==> config.mk <==
export PLATFORM = sky130hd
export DESIGN_NAME = unit_pool_allocator_core_flat
export DESIGN_NICKNAME = d
export VERILOG_FILES = /design/src/hdl/upa_pkg.sv /design/src/hdl/upa_channels.sv /design/src/hdl/upa_ctrl.sv /design/src/hdl/upa_dp.sv /design/src/hdl/unit_pool_allocator_core.sv /design/src/flat_wrapper.sv
export VERILOG_INCLUDE_DIRS = /design/src /design/src/hdl
export SDC_FILE = /design/constraint.sdc
export NUM_CORES = 1
export LEC_CHECK = 0
export BUFFER_PORTS_ARGS = -buffer_cell sky130_fd_sc_hd__buf_2
export CORE_UTILIZATION = 50
export DETAILED_ROUTE_END_ITERATION = 16
export GPL_TIMING_DRIVEN = 0
export HOLD_SLACK_MARGIN = 0.03
export PLACE_DENSITY = 0.63
export SYNTH_ARGS = -nofsm -noshare
export SYNTH_HDL_FRONTEND = slang
export SYNTH_SLANG_ARGS = --single-unit
==> constraint.sdc <==
create_clock -name i_clk -period 10.55 [get_ports i_clk]
set_clock_uncertainty 0.1 [all_clocks]
set_input_delay 2.11 -clock i_clk [delete_from_list [all_inputs] [get_ports i_clk]]
set_output_delay 2.11 -clock i_clk [all_outputs]
set_load 0.02 [all_outputs]
==> src/hdl/unit_pool_allocator_core_macros.svh <==
// Assertion macros used by the datapath RTL of the unit pool allocator.
// Both macros sample on i_clk and are switched off while i_rst_n is low.
`ifndef UNIT_POOL_ALLOCATOR_CORE_MACROS_SVH
`define UNIT_POOL_ALLOCATOR_CORE_MACROS_SVH

`ifndef SYNTHESIS

// Property that must hold at every clock edge out of reset.
`define UPA_ASSERT(lbl, prop) \
    lbl: assert property (@(posedge i_clk) disable iff (!i_rst_n) (prop)) \
        else $error("upa: check failed");

// Consequence that must hold in the cycle after the antecedent.
`define UPA_ASSERT_NEXT(lbl, ante, cons) \
    lbl: assert property (@(posedge i_clk) disable iff (!i_rst_n) (ante) |=> (cons)) \
        else $error("upa: sequence check failed");

`else

`define UPA_ASSERT(lbl, prop)
`define UPA_ASSERT_NEXT(lbl, ante, cons)

`endif

`endif

==> src/hdl/upa_pkg.sv <==
`default_nettype none

package upa_pkg;

    typedef enum logic [2:0] {
        KIND_GRANT       = 3'd0,
        KIND_QUEUED      = 3'd1,
        KIND_RELEASED    = 3'd2,
        KIND_TOO_LARGE   = 3'd3,
        KIND_BAD_RELEASE = 3'd4,
        KIND_QUEUE_FULL  = 3'd5,
        KIND_EMPTY_GRANT = 3'd6
    } t_kind;

    localparam logic REQ_ALLOC   = 1'b0;
    localparam logic REQ_RELEASE = 1'b1;

    typedef struct packed {
        logic       req_type;
        logic [3:0] count;
        logic [3:0] unit_index;
        logic       release_last;
    } t_req;

    typedef struct packed {
        t_kind      kind;
        logic [3:0] granted_unit;
        logic [7:0] ticket;
        logic       run_last;
    } t_res;

    // Datapath operations issued by the controller
    typedef enum logic [3:0] {
        OP_NONE,
        OP_TOO_LARGE,
        OP_EMPTY,
        OP_GRANT_START,
        OP_QUEUE_FULL,
        OP_ENQUEUE,
        OP_BAD_RELEASE,
        OP_RELEASE,
        OP_RELEASE_WAKE,
        OP_GRANT_UNIT,
        OP_SKIP
    } t_op;

    typedef struct packed {
        logic load;
        t_op  op;
    } t_cmd;

    typedef struct packed {
        logic is_release;
        logic too_large;
        logic zero_count;
        logic fits;
        logic queue_full;
        logic bad_release;
        logic wake;
        logic unit_free;
        logic last_unit;
        logic out_room;
    } t_stat;

endpackage

`default_nettype wire

==> src/hdl/upa_channels.sv <==
`default_nettype none

interface upa_req_if;
    import upa_pkg::*;
    logic valid;
    logic ready;
    t_req payload;
    modport source (output valid, output payload, input ready);
    modport sink (input valid, input payload, output ready);
endinterface

interface upa_res_if;
    import upa_pkg::*;
    logic valid;
    logic ready;
    t_res payload;
    modport source (output valid, output payload, input ready);
    modport sink (input valid, input payload, output ready);
endinterface

`default_nettype wire

==> src/hdl/upa_ctrl.sv <==
`default_nettype none

module upa_ctrl (
    input  logic           i_clk,
    input  logic           i_rst_n,
    input  logic           i_in_valid,
    output logic           o_in_ready,
    input  upa_pkg::t_stat i_stat,
    output upa_pkg::t_cmd  o_cmd
);
    import upa_pkg::*;

    typedef enum logic [2:0] {
        S_IDLE   = 3'b001,
        S_DECIDE = 3'b010,
        S_GRANT  = 3'b100
    } t_state;

    t_state r_state;
    t_state n_state;

    always_comb begin
        n_state    = r_state;
        o_in_ready = 1'b0;
        o_cmd.load = 1'b0;
        o_cmd.op   = OP_NONE;
        case (r_state)
            S_IDLE: begin
                o_in_ready = 1'b1;
                if (i_in_valid) begin
                    o_cmd.load = 1'b1;
                    n_state    = S_DECIDE;
                end
            end
            S_DECIDE: begin
                if (i_stat.out_room) begin
                    n_state = S_IDLE;
                    if (!i_stat.is_release) begin
                        if (i_stat.too_large) begin
                            o_cmd.op = OP_TOO_LARGE;
                        end else if (i_stat.zero_count) begin
                            o_cmd.op = OP_EMPTY;
                        end else if (i_stat.fits) begin
                            o_cmd.op = OP_GRANT_START;
                            n_state  = S_GRANT;
                        end else if (i_stat.queue_full) begin
                            o_cmd.op = OP_QUEUE_FULL;
                        end else begin
                            o_cmd.op = OP_ENQUEUE;
                        end
                    end else if (i_stat.bad_release) begin
                        o_cmd.op = OP_BAD_RELEASE;
                    end else if (i_stat.wake) begin
                        o_cmd.op = OP_RELEASE_WAKE;
                        n_state  = S_GRANT;
                    end else begin
                        o_cmd.op = OP_RELEASE;
                    end
                end
            end
            S_GRANT: begin
                // walk the map one unit a cycle; hold on a taken output slot
                if (!i_stat.unit_free) begin
                    o_cmd.op = OP_SKIP;
                end else if (i_stat.out_room) begin
                    o_cmd.op = OP_GRANT_UNIT;
                    if (i_stat.last_unit) begin
                        n_state = S_IDLE;
                    end
                end
            end
            default: begin
                n_state = S_IDLE;
            end
        endcase
    end

    always_ff @(posedge i_clk) begin
        if (!i_rst_n) begin
            r_state <= S_IDLE;
        end else begin
            r_state <= n_state;
        end
    end

endmodule

`default_nettype wire

==> src/hdl/upa_dp.sv <==
`default_nettype none
`include "unit_pool_allocator_core_macros.svh"

module upa_dp #(
    parameter int NUNITS      = 10,
    parameter int QUEUE_DEPTH = 8
) (
    input  logic           i_clk,
    input  logic           i_rst_n,
    input  upa_pkg::t_cmd  i_cmd,
    input  upa_pkg::t_req  i_req,
    output upa_pkg::t_stat o_stat,
    output logic           o_res_valid,
    input  logic           i_res_ready,
    output upa_pkg::t_res  o_res
);
    import upa_pkg::*;

    localparam int SW = (NUNITS > 1) ? $clog2(NUNITS) : 1;
    localparam int FW = $clog2(NUNITS + 1);
    localparam int CW = ((FW > 4) ? FW : 4) + 1;
    localparam int QW = (QUEUE_DEPTH > 1) ? $clog2(QUEUE_DEPTH) : 1;
    localparam int LW = $clog2(QUEUE_DEPTH + 1);

    typedef struct packed {
        logic [3:0] count;
        logic [7:0] ticket;
    } t_wait;

    t_req              r_item;
    logic [NUNITS-1:0] r_busy,    n_busy;
    logic [FW-1:0]     r_free,    n_free;
    logic [7:0]        r_holder,  n_holder;
    logic [QW-1:0]     r_head,    n_head;
    logic [LW-1:0]     r_fill,    n_fill;
    logic [7:0]        r_ticket,  n_ticket;
    logic [3:0]        r_rem,     n_rem;
    logic [7:0]        r_gticket, n_gticket;
    logic [SW-1:0]     r_scan,    n_scan;
    logic              r_res_valid, n_res_valid;
    t_res              r_res,     n_res;
    t_wait             r_queue [QUEUE_DEPTH];
    t_wait             r_qrd;

    logic              q_wr;
    logic              emit;
    logic [QW:0]       tail_sum;
    logic [QW-1:0]     tail;
    logic [QW-1:0]     head_adv;
    logic [NUNITS-1:0] idx_dec;
    logic [CW-1:0]     cnt_x;
    logic [CW-1:0]     free_x;
    logic [CW-1:0]     free_inc;
    logic [CW-1:0]     qcnt_x;
    logic [7:0]        holder_dec;
    logic [7:0]        holder_inc;

    // one-hot decode of the unit being released (all zero when out of range)
    always_comb begin
        for (int i = 0; i < NUNITS; i++) begin
            idx_dec[i] = (CW'(r_item.unit_index) == CW'(i));
        end
    end

    assign tail_sum   = {1'b0, r_head} + (QW+1)'(r_fill);
    assign tail       = (tail_sum >= (QW+1)'(QUEUE_DEPTH))
                        ? QW'(tail_sum - (QW+1)'(QUEUE_DEPTH)) : QW'(tail_sum);
    assign head_adv   = (r_head == QW'(QUEUE_DEPTH - 1)) ? '0 : r_head + QW'(1);
    assign cnt_x      = CW'(r_item.count);
    assign free_x     = CW'(r_free);
    assign free_inc   = free_x + CW'(1);
    assign qcnt_x     = CW'(r_qrd.count);
    assign holder_dec = (r_holder != 8'd0) ? r_holder - 8'd1 : r_holder;
    assign holder_inc = (r_holder != 8'hFF) ? r_holder + 8'd1 : r_holder;

    always_comb begin
        o_stat.is_release  = (r_item.req_type == REQ_RELEASE);
        o_stat.too_large   = (cnt_x > CW'(NUNITS));
        o_stat.zero_count  = (r_item.count == 4'd0);
        o_stat.fits        = (cnt_x <= free_x);
        o_stat.queue_full  = (r_fill >= LW'(QUEUE_DEPTH));
        o_stat.bad_release = ~|(r_busy & idx_dec);
        o_stat.wake        = r_item.release_last && (holder_dec == 8'd0)
                             && (r_fill != '0) && (r_qrd.count != 4'd0)
                             && (qcnt_x <= free_inc);
        o_stat.unit_free   = !r_busy[r_scan];
        o_stat.last_unit   = (r_rem == 4'd1);
        o_stat.out_room    = !r_res_valid || i_res_ready;
    end

    always_comb begin
        n_busy    = r_busy;
        n_free    = r_free;
        n_holder  = r_holder;
        n_head    = r_head;
        n_fill    = r_fill;
        n_ticket  = r_ticket;
        n_rem     = r_rem;
        n_gticket = r_gticket;
        n_scan    = r_scan;
        n_res     = r_res;
        q_wr      = 1'b0;
        emit      = 1'b0;
        case (i_cmd.op)
            OP_TOO_LARGE: begin
                emit  = 1'b1;
                n_res = '{KIND_TOO_LARGE, 4'd0, 8'd0, 1'b1};
            end
            OP_EMPTY: begin
                emit     = 1'b1;
                n_res    = '{KIND_EMPTY_GRANT, 4'd0, r_ticket, 1'b1};
                n_ticket = r_ticket + 8'd1;
                n_holder = holder_inc;
            end
            OP_GRANT_START: begin
                n_ticket  = r_ticket + 8'd1;
                n_holder  = holder_inc;
                n_free    = r_free - FW'(r_item.count);
                n_rem     = r_item.count;
                n_gticket = r_ticket;
                n_scan    = '0;
            end
            OP_QUEUE_FULL: begin
                emit  = 1'b1;
                n_res = '{KIND_QUEUE_FULL, 4'd0, 8'd0, 1'b1};
            end
            OP_ENQUEUE: begin
                emit     = 1'b1;
                q_wr     = 1'b1;
                n_res    = '{KIND_QUEUED, 4'd0, r_ticket, 1'b1};
                n_fill   = r_fill + LW'(1);
                n_ticket = r_ticket + 8'd1;
            end
            OP_BAD_RELEASE: begin
                emit  = 1'b1;
                n_res = '{KIND_BAD_RELEASE, 4'd0, 8'd0, 1'b1};
            end
            OP_RELEASE: begin
                emit   = 1'b1;
                n_res  = '{KIND_RELEASED, r_item.unit_index, 8'd0, 1'b1};
                n_busy = r_busy & ~idx_dec;
                n_free = r_free + FW'(1);
                if (r_item.release_last) begin
                    n_holder = holder_dec;
                end
            end
            OP_RELEASE_WAKE: begin
                // last holder gone: hand the pool to the oldest waiter
                emit      = 1'b1;
                n_res     = '{KIND_RELEASED, r_item.unit_index, 8'd0, 1'b0};
                n_busy    = r_busy & ~idx_dec;
                n_free    = FW'(free_inc - qcnt_x);
                n_holder  = 8'd1;
                n_head    = head_adv;
                n_fill    = r_fill - LW'(1);
                n_rem     = r_qrd.count;
                n_gticket = r_qrd.ticket;
                n_scan    = '0;
            end
            OP_GRANT_UNIT: begin
                emit           = 1'b1;
                n_res          = '{KIND_GRANT, 4'(r_scan), r_gticket, (r_rem == 4'd1)};
                n_busy[r_scan] = 1'b1;
                n_rem          = r_rem - 4'd1;
                n_scan         = r_scan + SW'(1);
            end
            OP_SKIP: begin
                n_scan = r_scan + SW'(1);
            end
            default: begin
            end
        endcase
        if (emit) begin
            n_res_valid = 1'b1;
        end else if (i_res_ready) begin
            n_res_valid = 1'b0;
        end else begin
            n_res_valid = r_res_valid;
        end
    end

    always_ff @(posedge i_clk) begin
        if (!i_rst_n) begin
            r_busy      <= '0;
            r_free      <= FW'(NUNITS);
            r_holder    <= 8'd0;
            r_head      <= '0;
            r_fill      <= '0;
            r_ticket    <= 8'd0;
            r_rem       <= 4'd0;
            r_scan      <= '0;
            r_res_valid <= 1'b0;
        end else begin
            r_busy      <= n_busy;
            r_free      <= n_free;
            r_holder    <= n_holder;
            r_head      <= n_head;
            r_fill      <= n_fill;
            r_ticket    <= n_ticket;
            r_rem       <= n_rem;
            r_scan      <= n_scan;
            r_res_valid <= n_res_valid;
        end
    end

    always_ff @(posedge i_clk) begin
        if (i_cmd.load) begin
            r_item <= i_req;
        end
        r_gticket <= n_gticket;
        r_res     <= n_res;
    end

    // waiter queue: write at the tail, registered read at the head
    always_ff @(posedge i_clk) begin
        if (q_wr) begin
            r_queue[tail] <= '{r_item.count, r_ticket};
        end
        r_qrd <= r_queue[r_head];
    end

    assign o_res_valid = r_res_valid;
    assign o_res       = r_res;

    `UPA_ASSERT(a_free_matches_map, (r_rem != 4'd0) || ((int'(r_free) + $countones(r_busy)) == NUNITS))
    `UPA_ASSERT(a_fill_bound, r_fill <= LW'(QUEUE_DEPTH))
    `UPA_ASSERT(a_grant_unit_free, (i_cmd.op != OP_GRANT_UNIT) || !r_busy[r_scan])
    `UPA_ASSERT_NEXT(a_wake_dequeues, i_cmd.op == OP_RELEASE_WAKE, r_fill == $past(r_fill) - LW'(1))

endmodule

`default_nettype wire

==> src/hdl/unit_pool_allocator_core.sv <==
// Channel  Dir  Interface        Contents
// i_req    in   upa_req_if.sink  allocate (count) or release one unit
// o_res    out  upa_res_if.source kind, unit, ticket, run_last per result
//
// An item is taken in the idle state and decided in S_DECIDE once the output
// register has room. A grant (or a release that wakes a waiter) then walks the
// busy map one unit a cycle from index 0 until all requested units are handed
// out. Output stalls hold the controller wherever a result is due.
// Reset is synchronous, active low; the waiter queue memory needs no clearing.
`default_nettype none

module unit_pool_allocator_core #(
    parameter int NUNITS      = 10,
    parameter int QUEUE_DEPTH = 8
) (
    input  logic      i_clk,
    input  logic      i_rst_n,
    upa_req_if.sink   i_req,
    upa_res_if.source o_res
);
    import upa_pkg::*;

    t_cmd  cmd;
    t_stat stat;
    logic  in_ready;
    logic  res_valid;
    t_res  res;

    // Controller: one transaction in at a time, sequencing the datapath
    upa_ctrl u_ctrl (
        .i_clk      (i_clk),
        .i_rst_n    (i_rst_n),
        .i_in_valid (i_req.valid),
        .o_in_ready (in_ready),
        .i_stat     (stat),
        .o_cmd      (cmd)
    );

    // Datapath: busy map, counters, waiter queue and the output register
    upa_dp #(
        .NUNITS      (NUNITS),
        .QUEUE_DEPTH (QUEUE_DEPTH)
    ) u_dp (
        .i_clk       (i_clk),
        .i_rst_n     (i_rst_n),
        .i_cmd       (cmd),
        .i_req       (i_req.payload),
        .o_stat      (stat),
        .o_res_valid (res_valid),
        .i_res_ready (o_res.ready),
        .o_res       (res)
    );

    assign i_req.ready   = in_ready;
    assign o_res.valid   = res_valid;
    assign o_res.payload = res;

endmodule

`default_nettype wire

==> src/flat_wrapper.sv <==
// flat-port wrapper written by rule: the top's interface ports become plain ports
module unit_pool_allocator_core_flat import upa_pkg::*;
#(
    parameter int NUNITS      = 10,
    parameter int QUEUE_DEPTH = 8
)
  (i_clk, i_rst_n, i_req_valid, i_req_payload, i_req_ready, o_res_valid, o_res_payload, o_res_ready);
  upa_req_if i_req_i ();
  upa_res_if o_res_i ();
  input  logic i_clk;
  input  logic i_rst_n;
  input wire logic [$bits(i_req_i.valid)-1:0] i_req_valid;
  input wire logic [$bits(i_req_i.payload)-1:0] i_req_payload;
  output wire logic [$bits(i_req_i.ready)-1:0] i_req_ready;
  output wire logic [$bits(o_res_i.valid)-1:0] o_res_valid;
  output wire logic [$bits(o_res_i.payload)-1:0] o_res_payload;
  input wire logic [$bits(o_res_i.ready)-1:0] o_res_ready;
  assign i_req_i.valid = i_req_valid;
  assign i_req_i.payload = i_req_payload;
  assign i_req_ready = i_req_i.ready;
  assign o_res_valid = o_res_i.valid;
  assign o_res_payload = o_res_i.payload;
  assign o_res_i.ready = o_res_ready;
  unit_pool_allocator_core #(.NUNITS(NUNITS), .QUEUE_DEPTH(QUEUE_DEPTH)) u_core (.i_clk(i_clk), .i_rst_n(i_rst_n), .i_req(i_req_i), .o_res(o_res_i));
endmodule
; ---- After elaboration in Yosys (flattened, before gate mapping)
; Memory sizes are Yosys's and may differ from the RTL's. A register that Yosys moved wholly into a read port is not among the register bits.
; Index checks and enable logic that the tools add are counted.
[classes]
n_shift = 0
mux = 49
reduce_logical = 31
add_sub_neg = 14
eq_ne = 32
div = 0
n_mul = 0
magnitude_cmp = 7
n_bitwise = 4
[op_table]
columns = op, n
row1 = $pmux 16 s8, 1
row2 = $mux 3, 16
row3 = $eq 4x3->1 const B, 8
row4 = $mux 4, 6
row5 = $mux 8, 3
row6 = $pmux 4 s2, 3
row7 = $pmux 4 s3, 2
row8 = $pmux 8 s3, 1
row9 = $and 10x10->10, 2
row10 = $eq 4x4->1 const B, 5
row11 = $pmux 10 s2, 1
row12 = $add 8x1->8 const B, 2
row13 = $eq 4x2->1 const B, 4
row14 = $pmux 8 s2, 1
row15 = $reduce_bool 8->1, 2
row16 = $add 4x1->4 const B, 3
row17 = $eq 4x1->1 const B, 3
row18 = $mux 1, 12
row19 = $not 10->10, 1
row20 = $or 10x10->10, 1
row21 = $reduce_bool 2->1, 5
row22 = $reduce_or 10->1, 1
row23 = $pmux 3 s3, 1
row24 = $reduce_bool 3->1, 3
row25 = other kinds (32), 50
[totals]
word_cells = 157
reg_bits = 83
inputBits = 14
n_memories = 1
out_inout_bits = 18
rom_bits = 0
mem_bits_rw = 96
latch_bits = 0
[mem_list]
columns = name, words, word_bits, rd, rd_ports_with_merged_regs, wr, line_no
row1 = u_core.u_dp.r_queue, 8, 12, 1, 1, 1, upa_dp.sv:42  ; t_wait r_queue [QUEUE_DEPTH];

; ---- Longest topological paths before layout
[depth]
depth_word = 16
mapped_depth = 14
depth_no_buf = 13

; ---- Modules after synthesis
; A second synthesis with hierarchy kept.
[hier_totals]
cells_unflattened = 730
area_unflattened_um2 = 8976.1
[modules_own_cells]
columns = mod, seq_area_each_um2, instances, cells_per_inst, area_per_inst_um2
row1 = upa_dp, 5064.9, 1, 690, 8695.8
row2 = upa_ctrl, 60.1, 1, 40, 280.3

; ---- Worst setup path after synthesis
; OpenSTA, ideal clock, no wires.
[synth_path]
path_type = input port to flip-flop
startpoint = input port o_res_ready
endpoint = memory u_core.u_dp.r_queue[5][0] in the netlist's numbering, enable pin
slack_ps = 5438
path_buffers = 1
stages = 6
setup_ps = 413
arrival_time_ps = 4600
t_required_ps = 10037
path_cell_list = nor2b_1 -> a2111oi_0 -> nand2_1 -> a211o_1 -> buf_4 -> nor4_1
[synth_via]
elab_chain_len = 8
elab_cells_between_ends = 9
classes_between = eq/ne: 1 / mux: 7 / reduce/logical: 1
[synth_rtl]
columns = item, line_no
row1 = from (decl), flat_wrapper.sv:17  ; input wire logic [$bits(o_res_i.ready)-1:0] o_res_ready;
row2 = $logic_or 1x1->1 *, upa_dp.sv:88  ; o_stat.out_room = !r_res_valid || i_res_ready;
row3 = $mux 4, upa_ctrl.sv:65  ; end else if (i_stat.out_room) begin
row4 = $mux 4, upa_ctrl.sv:63  ; if (!i_stat.unit_free) begin
row5 = $pmux 4 s2 *, upa_ctrl.sv:27  ; case (r_state)
row6 = $eq 4x3->1 *, upa_dp.sv:104  ; case (i_cmd.op)
row7 = $mux 1 *, upa_dp.sv:104
row8 = $mux 1 *, upa_dp.sv:216  ; if (q_wr) begin
row9 = $mux 1 (implied by the code) *, upa_dp.sv:217  ; r_queue[tail] <= '{r_item.count, r_ticket};
row10 = to (decl), upa_dp.sv:42
; Mark *: on every way between the ends. The rest lies on a longest branch, timed or not.

; ---- Worst setup path after layout
[layout_path]
startpoint = input port o_res_ready
endpoint = memory u_core.u_dp.r_queue[4][4] in the netlist's numbering, enable pin
; Same word-level chain as after synthesis.

==> results.tsv <==
metric	value	unit
ys_warn_count	0	
grt_pass1_wl	34200	µm
track_usage	24.6	%
status	complete, no violations	
max_clock_freq	198	MHz
fin_nets	871	
die_y	138	µm
maxSlewViolCount	0	
ys_seq_elements	191	
dr.pass1.iters	7	
via_count	6637	
netlist_top_cells_count	130 x edfxtp_1, 82 x nand2_1, 61 x dfxtp_1	
area_growth	12.4	%
synthCells	767	
drt-initial-drc-count	647	
finalWirelength	22400	µm
hold_violations	0	
syn_area	9200	µm²
peakVddDrop	0.143	mV
slowest_stage	a2111oi_0	
slew_headroom	31.7	%
max_stage_delay	0.88	ns
setup_violations	0	
core_area	18000	µm²
cts_made_buffers	17	
synth_edf_count	130	
clockBufferDepth	2	
worstSkewPairLatency	0.44	ns
clockRootBuffer	clkbuf_16	
synth.most_common_cell	edfxtp_1	
yosysSeqAreaShare	55.7	%
min-delay-path-class	reg -> reg	
cts_setup_buffers	0	
pin_count	32	
grt_pass1_vias	6090	
finalCriticalPeriod	5.04	ns
worstPathArrival	5.09	ns
path_common_cell	buf_4	
start_util	51.0	%
synth_area_per_cell	12.0	µm²
maxCapViolCount	0	
cts.sink_count	191	
setup_tns	0	ns
grt_max_degree	18	
antenna_cells	0	
gr-total-overflow	0	
synth_area_leader_cell	edfxtp_1	
p_leak	3.57	nW
endpoint_kind	flip-flop	
synth_area_leaders	edfxtp_1 42%, dfxtp_1 13%, mux4_2 6.1%, ha_1 3.5%, nand2_1 3.3%	
clk_pin_slew_worst_paths	0.07	ns
synthesis.nets	811	
post-route-period-util	47.8	%
io_buffers	31	
synth_top_area_share	42.4	%
final_util	57.3	%
start_kind	input port	
crit_fanout	10	
place_congestion	0.946	
die-area	18900	µm²
die_w	138	µm
worstSetupPathType	in -> reg	
synth_ff_type	edfxtp_1	
postRouteAntennaNets	0	
cp.required	10.59	ns
cts_hold_buf	0	
viasPerCell	6.21	
post_drt_wl_per_cell	21.0	µm
rsz0062_at_grt	no	
cp_cell_sequence	buf_2 > nor2b_1 > a2111oi_0 > nand2_1 > a211o_1 > buf_4 > nor4_2 > buf_4	
p_per_area	144	nW/µm²
yosysUniqueCellTypes	84	
antenna_found_initial	0	
tightest_slew	0.999	ns
num_rows	49	
drive_above_1_share	18.6	%
drc	0	
ctsResizeCount	0	
cts_max_level	4	
cts_tree	yes	
synthArstFlopShare	0	%
hpwl	15900	µm
dp_cells	1037	
final_cells	1069	
==> path summary, 6_finish.rpt <==
path	startpoint	endpoint	slack, ns	depth (start not counted)
worst max-delay path	o_res_ready	u_core.u_dp.r_queue[4][4]	5.51	8
worst min-delay path	u_core.u_dp.r_busy[2]	u_core.u_dp.r_busy[2]	0.39	2
worst max register to register	u_core.u_dp.cnt_x[0]	u_core.u_dp.r_queue[4][4]	6.12	10
worst min register to register	u_core.u_dp.r_busy[2]	u_core.u_dp.r_busy[2]	0.39	2
==> report_power, final <==
| part | leakage [nW] | switching [mW] | total, mW | internal [mW] |
|---|---|---|---|---|
| Combinational | 1.58 | 0.0367 | 0.0542 | 0.0175 |
| Sequential | 1.72 | 0.00759 | 0.810 | 0.802 |
| Clock | 0.274 | 0.292 | 0.622 | 0.329 |
==> final cells by class <==
cell class,count,area [µm²]
plain buffers,40,180
clock buffers,17,425
clock inverters,15,135
fillers,1475,7690
inverters,32,120
multi-input cells,504,3820
flip-flops and latches,191,5120
well taps,229,287
repair buffers,41,245
==> registers in the layout, summed over array words and instances, names as in the netlist <==
register and count:
u_core.u_dp.r_queue 96, u_core.u_dp.o_res 16, u_core.u_dp.r_busy 10, u_core.u_dp.r_gticket 8, u_core.u_dp.r_holder 8, u_core.u_dp.r_qrd 8
u_core.u_dp.r_ticket 8, u_core.u_dp.r_item 5, u_core.u_dp.cnt_x 4, u_core.u_dp.qcnt_x 4, u_core.u_dp.r_fill 4, u_core.u_dp.r_free 4
u_core.u_dp.r_rem 4, u_core.u_dp.r_scan 4, u_core.u_ctrl.r_state 3, u_core.u_dp.r_head 3, u_core.u_dp.o_res_valid 1, u_core.u_dp.o_stat 1
==> critical path, delay by kind of cell <==
| kind | cells | cell delay [ns] |
|---|---|---|
| buffers and inverters | 3 | 0.61 |
| AO/OA/AOI/OAI | 2 | 1.23 |
| AND/OR/NAND/NOR | 3 | 1.12 |
==> metrics by stage <==
| step | hold slack, ns | worst slack [ns] | cell area (µm²) | total power [mW] |
|---|---|---|---|---|
| 2_1_floorplan | 0.350 | 5.44 | 9200 | 0.859 |
| 3_3_place_gp | 0.369 | 3.66 | 9640 | 0.878 |
| 3_5_place_dp | 0.381 | 5.01 | 9770 | 0.879 |
| 4_1_cts | 0.392 | 5.46 | 10300 | 1.49 |
| 5_1_grt | 0.407 | 5.26 | 10300 | 1.53 |
| 6_report | 0.390 | 5.51 | 10300 | 1.49 |
==> cell usage in the layout (no fill, tap or decap), types with 6 or more instances in the layout <==
master,instances
a21o_1,8
a21oi_1,45
a22o_1,9
buf_2,40
buf_4,7
buf_6,6
clkbuf_1,25
clkbuf_16,17
dfxtp_1,61
edfxtp_1,130
ha_1,26
inv_1,30
mux2_2,17
mux4_2,25
nand2_1,82
nand2b_1,11
nand3_1,20
nor2_1,34
nor2b_1,8
nor3_1,22
o21ai_0,32
o22ai_1,8
o31ai_1,13
or3_1,7
or4_1,6
xnor2_1,7
xor2_1,6
==> per-layer routing <==
layer / routed length, µm / track usage [%] / up-vias
met1: 9980 / 34.8 / 3310
met5: 0 / 0 / -
met4: 260 / 5.68 / 0
met2: 10700 / 39.2 / 256
li1: - / - / 3050
met3: 1490 / 4.56 / 21
==> cells by family after synthesis <==
| group | Yosys count | synth area share, % |
|---|---|---|
| compound gates | 175 | 13.1 |
| xor+xnor | 13 | 1.24 |
| fa+ha+maj | 30 | 4.41 |
| buf+inv | 72 | 3.26 |
| flops | 191 | 55.7 |
| mux | 48 | 8.92 |
| simple gates | 238 | 13.4 |
(Power assumes the default switching activity.)
